### config.mk
export PLATFORM = sky130hd
export DESIGN_NAME = ordered_list_push_front_delete
export DESIGN_NICKNAME = d
export VERILOG_FILES = /design/src/rtl/olpd_pkg.sv /design/src/rtl/olpd_cell.sv /design/src/rtl/ordered_list_push_front_delete.sv
export SDC_FILE = /design/constraint.sdc
export NUM_CORES = 2
export LEC_CHECK = 0
export BUFFER_PORTS_ARGS = -buffer_cell sky130_fd_sc_hd__buf_2
export CAP_MARGIN = 40
export CORE_UTILIZATION = 45
export CTS_CLUSTER_SIZE = 25
export DETAILED_ROUTE_END_ITERATION = 10
export PLACE_DENSITY_LB_ADDON = 0.05
export SLEW_MARGIN = 20
export SYNTH_ARGS = -nofsm -noshare
export SYNTH_HDL_FRONTEND = slang
export SYNTH_HIERARCHICAL = 1
export SYNTH_SLANG_ARGS = --single-unit
### constraint.sdc
create_clock -name clk -period 9.4 [get_ports clk]
set_input_delay 0.94 -clock clk [delete_from_list [all_inputs] [get_ports clk]]
set_output_delay 0.94 -clock clk [all_outputs]
set_load 0.05 [all_outputs]
### src/rtl/olpd_pkg.sv
// ----------------------------------------------------------------------------
// olpd_pkg
// Shared types and codes for the ordered list with push-front and delete.
// ----------------------------------------------------------------------------
`default_nettype none

package olpd_pkg;

    localparam int VALUE_W  = 32;
    localparam int OP_W     = 2;
    localparam int STATUS_W = 3;
    localparam int COUNT_W  = 5;

    // operation codes
    localparam logic [OP_W-1:0] OP_ADD    = 2'd0;
    localparam logic [OP_W-1:0] OP_DELETE = 2'd1;
    localparam logic [OP_W-1:0] OP_LIST   = 2'd2;

    // result status codes
    localparam logic [STATUS_W-1:0] ST_ADDED     = 3'd0;
    localparam logic [STATUS_W-1:0] ST_REMOVED   = 3'd1;
    localparam logic [STATUS_W-1:0] ST_NOT_FOUND = 3'd2;
    localparam logic [STATUS_W-1:0] ST_FULL      = 3'd3;
    localparam logic [STATUS_W-1:0] ST_LISTED    = 3'd4;
    localparam logic [STATUS_W-1:0] ST_EMPTY     = 3'd5;

    // command broadcast to every cell of the chain
    typedef enum logic [1:0] {
        CMD_HOLD,
        CMD_PUSH,
        CMD_DELETE,
        CMD_ROTATE
    } cell_cmd_t;

    typedef struct packed {
        cell_cmd_t                 cmd;
        logic signed [VALUE_W-1:0] operand;
    } cell_ctrl_t;

endpackage

`default_nettype wire

### src/rtl/olpd_cell.sv
// ----------------------------------------------------------------------------
// olpd_cell
// One slot of the list: a value and a valid bit, moved toward the back on a
// push, toward the front on a delete or a rotate.
// ----------------------------------------------------------------------------
`default_nettype none

module olpd_cell (
    input  wire                                       clk,
    input  wire                                       rst_n,
    input  olpd_pkg::cell_ctrl_t                      ctrl,
    input  wire logic signed [olpd_pkg::VALUE_W-1:0]  prev_value,
    input  wire                                       prev_valid,
    input  wire logic signed [olpd_pkg::VALUE_W-1:0]  next_value,
    input  wire                                       next_valid,
    input  wire logic signed [olpd_pkg::VALUE_W-1:0]  front_value,
    input  wire                                       match_in,
    output logic signed [olpd_pkg::VALUE_W-1:0]       value,
    output logic                                      valid,
    output logic                                      match_out
);

    logic signed [olpd_pkg::VALUE_W-1:0] value_reg;
    logic signed [olpd_pkg::VALUE_W-1:0] value_next;
    logic                                valid_reg;
    logic                                valid_next;
    logic                                own_match;

    assign own_match = valid_reg && (value_reg == ctrl.operand);
    // a hit in this slot or anywhere in front of it closes the gap through here
    assign match_out = match_in || own_match;

    always_comb
    begin
        value_next = value_reg;
        valid_next = valid_reg;
        case (ctrl.cmd)
            olpd_pkg::CMD_PUSH:
            begin
                value_next = prev_value;
                valid_next = prev_valid;
            end
            olpd_pkg::CMD_DELETE:
            begin
                if (match_out)
                begin
                    value_next = next_value;
                    valid_next = next_valid;
                end
            end
            olpd_pkg::CMD_ROTATE:
            begin
                // tail slot wraps around to the front entry
                if (valid_reg)
                begin
                    value_next = next_valid ? next_value : front_value;
                end
            end
            default:
            begin
                value_next = value_reg;
                valid_next = valid_reg;
            end
        endcase
    end

    always_ff @(posedge clk or negedge rst_n)
    begin
        if (!rst_n)
        begin
            valid_reg <= 1'b0;
        end
        else
        begin
            valid_reg <= valid_next;
        end
    end

    always_ff @(posedge clk)
    begin
        value_reg <= value_next;
    end

    assign value = value_reg;
    assign valid = valid_reg;

endmodule

`default_nettype wire

### src/rtl/ordered_list_push_front_delete.sv
// ----------------------------------------------------------------------------
// ordered_list_push_front_delete
// Bounded list of signed 32-bit values, newest first, held in a chain of
// cells; add to front, delete first match, list all entries.
// ----------------------------------------------------------------------------
// Add and delete each give one result. An add with room shifts the chain
// back by one slot; a delete that hits moves the cells from the match on
// forward by one slot, and a delete ripples its match through all LIST_DEPTH
// cells. A list gives one result per held entry (one on an empty list): while
// the output register is free the chain rotates by one slot per cycle and the
// front cell feeds the output register, so the entries come out front to back
// and the list is back in its original order when the run ends. A new item is
// taken only when no list run is in progress and the output register is free
// or being emptied in that cycle. Operation code 3 is taken and does nothing.
`default_nettype none

module ordered_list_push_front_delete #(
    parameter int LIST_DEPTH = 16
) (
    input  wire                                       clk,
    input  wire                                       rst_n,
    input  wire                                       in_valid,
    output logic                                      in_ready,
    input  wire logic [olpd_pkg::OP_W-1:0]            operation,
    input  wire logic signed [olpd_pkg::VALUE_W-1:0]  item_value,
    output logic                                      out_valid,
    input  wire                                       out_ready,
    output logic signed [olpd_pkg::VALUE_W-1:0]       result_value,
    output logic [olpd_pkg::STATUS_W-1:0]             status,
    output logic [olpd_pkg::COUNT_W-1:0]              entry_count,
    output logic                                      last_of_run
);

    localparam int CW = $clog2(LIST_DEPTH + 1);
    localparam int EW = (CW > olpd_pkg::COUNT_W) ? CW : olpd_pkg::COUNT_W;

    typedef enum logic {
        S_IDLE,
        S_LIST
    } state_t;

    state_t                               state_reg, state_next;
    logic [CW-1:0]                        held_count_reg, held_count_next;
    logic [CW-1:0]                        remain_reg, remain_next;
    logic                                 out_valid_reg, out_valid_next;
    logic signed [olpd_pkg::VALUE_W-1:0]  result_value_reg, result_value_next;
    logic [olpd_pkg::STATUS_W-1:0]        status_reg, status_next;
    logic [olpd_pkg::COUNT_W-1:0]         entry_count_reg, entry_count_next;
    logic                                 last_reg, last_next;

    olpd_pkg::cell_ctrl_t                 ctrl;
    logic signed [olpd_pkg::VALUE_W-1:0]  value_w [LIST_DEPTH];
    logic [LIST_DEPTH-1:0]                valid_vec;
    logic [LIST_DEPTH-1:0]                match_vec;

    logic                                 out_free;
    logic                                 in_fire;
    logic                                 full;
    logic                                 hit_any;
    logic [EW-1:0]                        count_ext;

    // ------------------------------------------------------------------
    // cell chain
    // ------------------------------------------------------------------
    genvar gi;
    generate
        for (gi = 0; gi < LIST_DEPTH; gi++)
        begin : g_cell
            logic signed [olpd_pkg::VALUE_W-1:0] prev_value;
            logic                                prev_valid;
            logic signed [olpd_pkg::VALUE_W-1:0] next_value;
            logic                                next_valid;
            logic                                match_in;

            if (gi == 0)
            begin : g_front
                assign prev_value = item_value;
                assign prev_valid = 1'b1;
                assign match_in   = 1'b0;
            end
            else
            begin : g_mid
                assign prev_value = value_w[gi-1];
                assign prev_valid = valid_vec[gi-1];
                assign match_in   = match_vec[gi-1];
            end

            if (gi == LIST_DEPTH - 1)
            begin : g_back
                assign next_value = '0;
                assign next_valid = 1'b0;
            end
            else
            begin : g_inner
                assign next_value = value_w[gi+1];
                assign next_valid = valid_vec[gi+1];
            end

            olpd_cell u_cell (
                .clk         (clk),
                .rst_n       (rst_n),
                .ctrl        (ctrl),
                .prev_value  (prev_value),
                .prev_valid  (prev_valid),
                .next_value  (next_value),
                .next_valid  (next_valid),
                .front_value (value_w[0]),
                .match_in    (match_in),
                .value       (value_w[gi]),
                .valid       (valid_vec[gi]),
                .match_out   (match_vec[gi])
            );
        end
    endgenerate

    // ------------------------------------------------------------------
    // control
    // ------------------------------------------------------------------
    assign out_free = !out_valid_reg || out_ready;
    assign in_ready = (state_reg == S_IDLE) && out_free;
    assign in_fire  = in_valid && in_ready;
    assign full     = (held_count_reg == CW'(LIST_DEPTH));
    assign hit_any  = match_vec[LIST_DEPTH-1];
    assign count_ext = EW'(held_count_next);

    always_comb
    begin
        state_next        = state_reg;
        held_count_next   = held_count_reg;
        remain_next       = remain_reg;
        out_valid_next    = out_valid_reg && !out_ready;
        result_value_next = result_value_reg;
        status_next       = status_reg;
        last_next         = last_reg;
        ctrl.cmd          = olpd_pkg::CMD_HOLD;
        ctrl.operand      = item_value;

        unique case (state_reg)
            S_IDLE:
            begin
                if (in_fire)
                begin
                    result_value_next = '0;
                    last_next         = 1'b1;
                    case (operation)
                        olpd_pkg::OP_ADD:
                        begin
                            out_valid_next = 1'b1;
                            if (full)
                            begin
                                status_next = olpd_pkg::ST_FULL;
                            end
                            else
                            begin
                                ctrl.cmd        = olpd_pkg::CMD_PUSH;
                                held_count_next = held_count_reg + 1'b1;
                                status_next     = olpd_pkg::ST_ADDED;
                            end
                        end
                        olpd_pkg::OP_DELETE:
                        begin
                            out_valid_next = 1'b1;
                            ctrl.cmd       = olpd_pkg::CMD_DELETE;
                            if (hit_any)
                            begin
                                held_count_next = held_count_reg - 1'b1;
                                status_next     = olpd_pkg::ST_REMOVED;
                            end
                            else
                            begin
                                status_next = olpd_pkg::ST_NOT_FOUND;
                            end
                        end
                        olpd_pkg::OP_LIST:
                        begin
                            if (held_count_reg == '0)
                            begin
                                out_valid_next = 1'b1;
                                status_next    = olpd_pkg::ST_EMPTY;
                            end
                            else
                            begin
                                state_next  = S_LIST;
                                remain_next = held_count_reg;
                            end
                        end
                        default:
                        begin
                            // no operation, no result
                        end
                    endcase
                end
            end
            S_LIST:
            begin
                if (out_free)
                begin
                    ctrl.cmd          = olpd_pkg::CMD_ROTATE;
                    out_valid_next    = 1'b1;
                    result_value_next = value_w[0];
                    status_next       = olpd_pkg::ST_LISTED;
                    last_next         = (remain_reg == CW'(1));
                    remain_next       = remain_reg - 1'b1;
                    if (remain_reg == CW'(1))
                    begin
                        state_next = S_IDLE;
                    end
                end
            end
            default:
            begin
                state_next = S_IDLE;
            end
        endcase

        entry_count_next = count_ext[olpd_pkg::COUNT_W-1:0];
    end

    always_ff @(posedge clk or negedge rst_n)
    begin
        if (!rst_n)
        begin
            state_reg        <= S_IDLE;
            held_count_reg   <= '0;
            remain_reg       <= '0;
            out_valid_reg    <= 1'b0;
            result_value_reg <= '0;
            status_reg       <= '0;
            entry_count_reg  <= '0;
            last_reg         <= 1'b0;
        end
        else
        begin
            state_reg        <= state_next;
            held_count_reg   <= held_count_next;
            remain_reg       <= remain_next;
            out_valid_reg    <= out_valid_next;
            result_value_reg <= result_value_next;
            status_reg       <= status_next;
            entry_count_reg  <= entry_count_next;
            last_reg         <= last_next;
        end
    end

    assign out_valid    = out_valid_reg;
    assign result_value = result_value_reg;
    assign status       = status_reg;
    assign entry_count  = entry_count_reg;
    assign last_of_run  = last_reg;

    // ------------------------------------------------------------------
    // assertions
    // ------------------------------------------------------------------
    // occupied cells always match the entry count
    a_count_matches_cells : assert property (@(posedge clk) disable iff (!rst_n)
        $countones(valid_vec) == 32'(held_count_reg))
        else $error("cell valid bits disagree with entry count");

    // occupied cells are packed at the front of the chain
    a_front_packed : assert property (@(posedge clk) disable iff (!rst_n)
        (valid_vec & (valid_vec + 1'b1)) == '0)
        else $error("gap in occupied cells");

    // a list run never outlasts the entries held
    a_remain_bound : assert property (@(posedge clk) disable iff (!rst_n)
        (state_reg == S_LIST) |-> (remain_reg != '0) && (remain_reg <= held_count_reg))
        else $error("list run counter out of range");

    // an accepted add on a list with room grows it by one
    a_add_grows : assert property (@(posedge clk) disable iff (!rst_n)
        (in_fire && (operation == olpd_pkg::OP_ADD) && !full)
            |=> (held_count_reg == $past(held_count_reg) + 1'b1))
        else $error("add did not grow the list");

endmodule

`default_nettype wire

==> flow_metrics.env <==
export IMPL_status="complete, no violations"
export IMPL_hold_violations=0
export IMPL_dieArea_mm2=0.0794
export IMPL_ys_ff_latch=576
export IMPL_yosys_area_top_type="edfxtp_1"
export IMPL_switching_power_mw=7.90
export IMPL_clock_sinks=576
export IMPL_finalMaxSlewViolations=0
export IMPL_crit_family="compound AO/OA/AOI/OAI gates"
export IMPL_grt_antenna_before_repair=21
export IMPL_clock_path_buffers=3
export IMPL_p_int_mw=9.63
export IMPL_grt_overflow=0
export IMPL_start_kind="flip-flop"
export IMPL_critPathCaptureType="flip-flop"
export IMPL_ant_nets=0
export IMPL_post_route_period_util_pct=73.9
export IMPL_start_util_pct=45.5
export IMPL_tightest_slew_ns=1.17
export IMPL_total_power_mw=17.5
export IMPL_drc_errors=0
export IMPL_nFillCells=7063
export IMPL_htree_levels=3
export IMPL_setup_viol=0
export IMPL_p_leak_nw=16.0
export IMPL_synth_compound_area_share_pct=11.0
export IMPL_synth_cell_types=44
export IMPL_yosysWarningCount=6
export IMPL_cts_buffers=70
export IMPL_drt_iter0_markers=2760
export IMPL_yosys_top_cells_area="edfxtp_1, mux2i_1, xnor2_1, a21oi_1, nor2_1"
export IMPL_finClkSkew_ns=0.0209
export IMPL_synth_simple_area_share_pct=10.0
export IMPL_largest_reg_flops=512
export IMPL_via_per_inst=5.93
export IMPL_layout_min_cycle_time_ns=6.95
export IMPL_final_layout_size_suffix_gt1_share_pct=10.6
export IMPL_die_y_um=282
export IMPL_post_route_util_pct=51.2
export IMPL_seq_area_frac_synth_pct=48.2
export IMPL_crit_buf_inv=1
export IMPL_hpwl_mm=84.6
export IMPL_grt_pass1_wl_mm=180
export IMPL_num_rows=102
export IMPL_avgSynthCellArea_um2=10.6
export IMPL_first_global_vias=25600
export IMPL_fin_nets=3428
export IMPL_wl_mm=126
export IMPL_num_vias=26600
export IMPL_critPathArrivalTime_ns=7.28
export IMPL_gp_congestion=0.935
export IMPL_synthAdderAreaFrac_pct=0.412
export IMPL_cts_hold_buf=0
export IMPL_fin_tns_setup_ns=0
export IMPL_hp_class="primary input to asynchronous set/reset pin"
export IMPL_track_usage_pct=31.4
export IMPL_io_pins=81
export IMPL_pwr_share_seq_pct=39.4
export IMPL_io_buffers=80
export IMPL_syn_to_final_growth_pct=12.5
export IMPL_power_density_mw_per_mm2=442
export IMPL_cp_max_fo=19
export IMPL_startpoint="g_cell[0].u_cell/value[9]"
export IMPL_synth_top_area_share_pct=43.6
export IMPL_slowest_stage="edfxtp_1"
export IMPL_r2r_start="g_cell[0].u_cell/value[9]"
export IMPL_ctsResizeCount=0
export IMPL_max_slew_margin_pct=22.0
export IMPL_cap_violations=0
export IMPL_synth_xor_area_share_pct=12.8
export IMPL_clkPwrFrac_pct=15.3
export IMPL_final_common_cell="nor2_1"
export IMPL_cp_common_cell="a41o_2"
export IMPL_core_mm2=0.0775
export IMPL_clock_latency_ns=0.62
export IMPL_die_w_um=282
export IMPL_firstDrtPassIters=7
export IMPL_regArea_mm2=0.0170
export IMPL_vdd_drop_max_uv=201
export IMPL_critPathMaxStageDelay_ns=0.91
export IMPL_cp_required_ns=9.73
export IMPL_p_comb_share_pct=45.3
export IMPL_swShare_pct=45.1
export IMPL_path_class="flip-flop to flip-flop"
export IMPL_synth_top_family_by_area="multiplexers"
export IMPL_timing_hold_ws_ns=0.339
export IMPL_crit_path_cell_trace="xnor2_1 -> nand4_1 -> nor4_1 -> a41o_2 -> a41o_2 -> a41o_2 -> a41o_2 -> a41o_2 -> a41o_2 -> a41o_2 -> a41o_2 -> a41o_2 -> a41o_2 -> a41o_2 -> a41o_2 -> a41o_2 -> a41o_2 -> a41o_2 -> a41o_2 -> a21oi_1 -> a31oi_4 -> buf_4"
export IMPL_layout_common_cells="nor2_1, a21oi_1, mux2i_1"
export IMPL_clock_tree_root_cell="clkbuf_16"
export IMPL_routedWlPerCell_um=28.1
export IMPL_postCtsSetupRepairBufs=0
export IMPL_synth_cells=3317
export IMPL_clk_pin_slew_worst_paths_ns=0.06
export IMPL_synth_area_mm2=0.0352
export IMPL_fmax_mhz=144
export IMPL_muxShareOfSynthArea_pct=14.6
export IMPL_multi_input_area_mm2=0.0177
export IMPL_rsz0062_at_grt="false"
export IMPL_grt_max_degree=267
export IMPL_cts_tree="done"
synth_stat cells:
library cell    n
nor4_1         33
fa_1            1
xnor2_1       434
o22a_1          4
clkbuf_1      101
nor2_1        543
or4_4           1
o32a_1          1
mux2i_1       514
buf_4           1
o21ai_4         1
and2_1         17
o21ai_1         1
nand3_1        19
o21a_4          1
a41o_2         16
nor2b_1         1
and3_1          1
nand3_2        16
nand3b_1        1
nor3_1         18
nand2_1        13
ha_1           10
buf_2          84
conb_1          2
a21o_2         17
a31oi_2        16
o31a_1          1
a22o_1         34
or3_1           1
o21ai_0         8
inv_1          40
a21oi_1       535
buf_1          16
o2111ai_1       1
xor2_1         83
nand4_1        97
dfrtp_1        64
edfxtp_1      512
a31oi_1        18
a211oi_1       17
o31ai_1         1
nand2b_1       21
nor3b_2         1
cells by family after synthesis:
family / count (synthesis)
adder cells (fa/ha/maj): 11
AO/OA/AOI/OAI: 672
XOR/XNOR: 517
flip-flops: 576
other: 2
AND/OR/NAND/NOR: 783
buffers and inverters: 242
multiplexers: 514
metal layers:
layer	vias to the layer above	share of wire (%)	global-route usage (%)
met5	-	0.053	0
met1	13200	44	43.6
met4	10	4.7	13.9
met3	247	6.7	5.23
met2	968	45	48.2
li1	12100	-	-
power groups by stage:
stage	clock network, mW	logic [mW]	registers [mW]
final	2.68	7.94	6.92
after global routing	2.81	8.52	7.10
after CTS	2.72	7.86	6.90
after detailed placement	0	7.84	6.94
after global placement	0	7.53	6.93
after floorplan	0	5.18	6.52
per-stage QoR:
stage	cells	instance area (µm²)	worst slack, ns
2_1_floorplan	3351	35400	2.94
3_3_place_gp	4316	36900	2.06
3_5_place_dp	4342	37400	1.99
4_1_cts	4472	39600	2.48
5_1_grt	4479	39600	2.29
6_report	4480	39600	2.45
cell type report:
| class | instances | share of cell area, % |
|---|---|---|
| clock buffer | 108 | 5.22 |
| inverter | 40 | 0.379 |
| antenna | 3 | 0.0189 |
| sequential | 576 | 42.8 |
| timing repair buffer | 158 | 3.28 |
| multi-input combinational | 2533 | 44.6 |
| clock inverter | 22 | 0.382 |
| tap | 1040 | 3.28 |
worst reg2reg max path: stages, from the launching register on:
cell      delay, ns
edfxtp_1       0.91
xnor2_1        0.14
nand4_1        0.23
nor4_1         0.16
a41o_2         0.27
a41o_2         0.28
a41o_2         0.28
a41o_2         0.27
a41o_2         0.27
a41o_2         0.27
a41o_2         0.27
a41o_2         0.27
a41o_2         0.27
a41o_2         0.27
a41o_2         0.27
a41o_2         0.27
a41o_2         0.28
a41o_2         0.28
a41o_2         0.27
a41o_2         0.31
a21oi_1        0.26
a31oi_4        0.17
buf_4          0.36
final timing paths:
| check | to | slack, ns | depth (start not counted) |
|---|---|---|---|
| max | g_cell[15].u_cell/value[13] | 2.45 | 22 |
| min | remain_reg[2] | 0.34 | 1 |
| max reg2reg | g_cell[15].u_cell/value[13] | 2.45 | 22 |
| min reg2reg | result_value[17] | 0.50 | 1 |
| max in group asynchronous | result_value[0] | 7.91 | 2 |
| min in group clk | result_value[17] | 0.50 | 1 |
No activity file was read; power rests on OpenSTA's default activity.
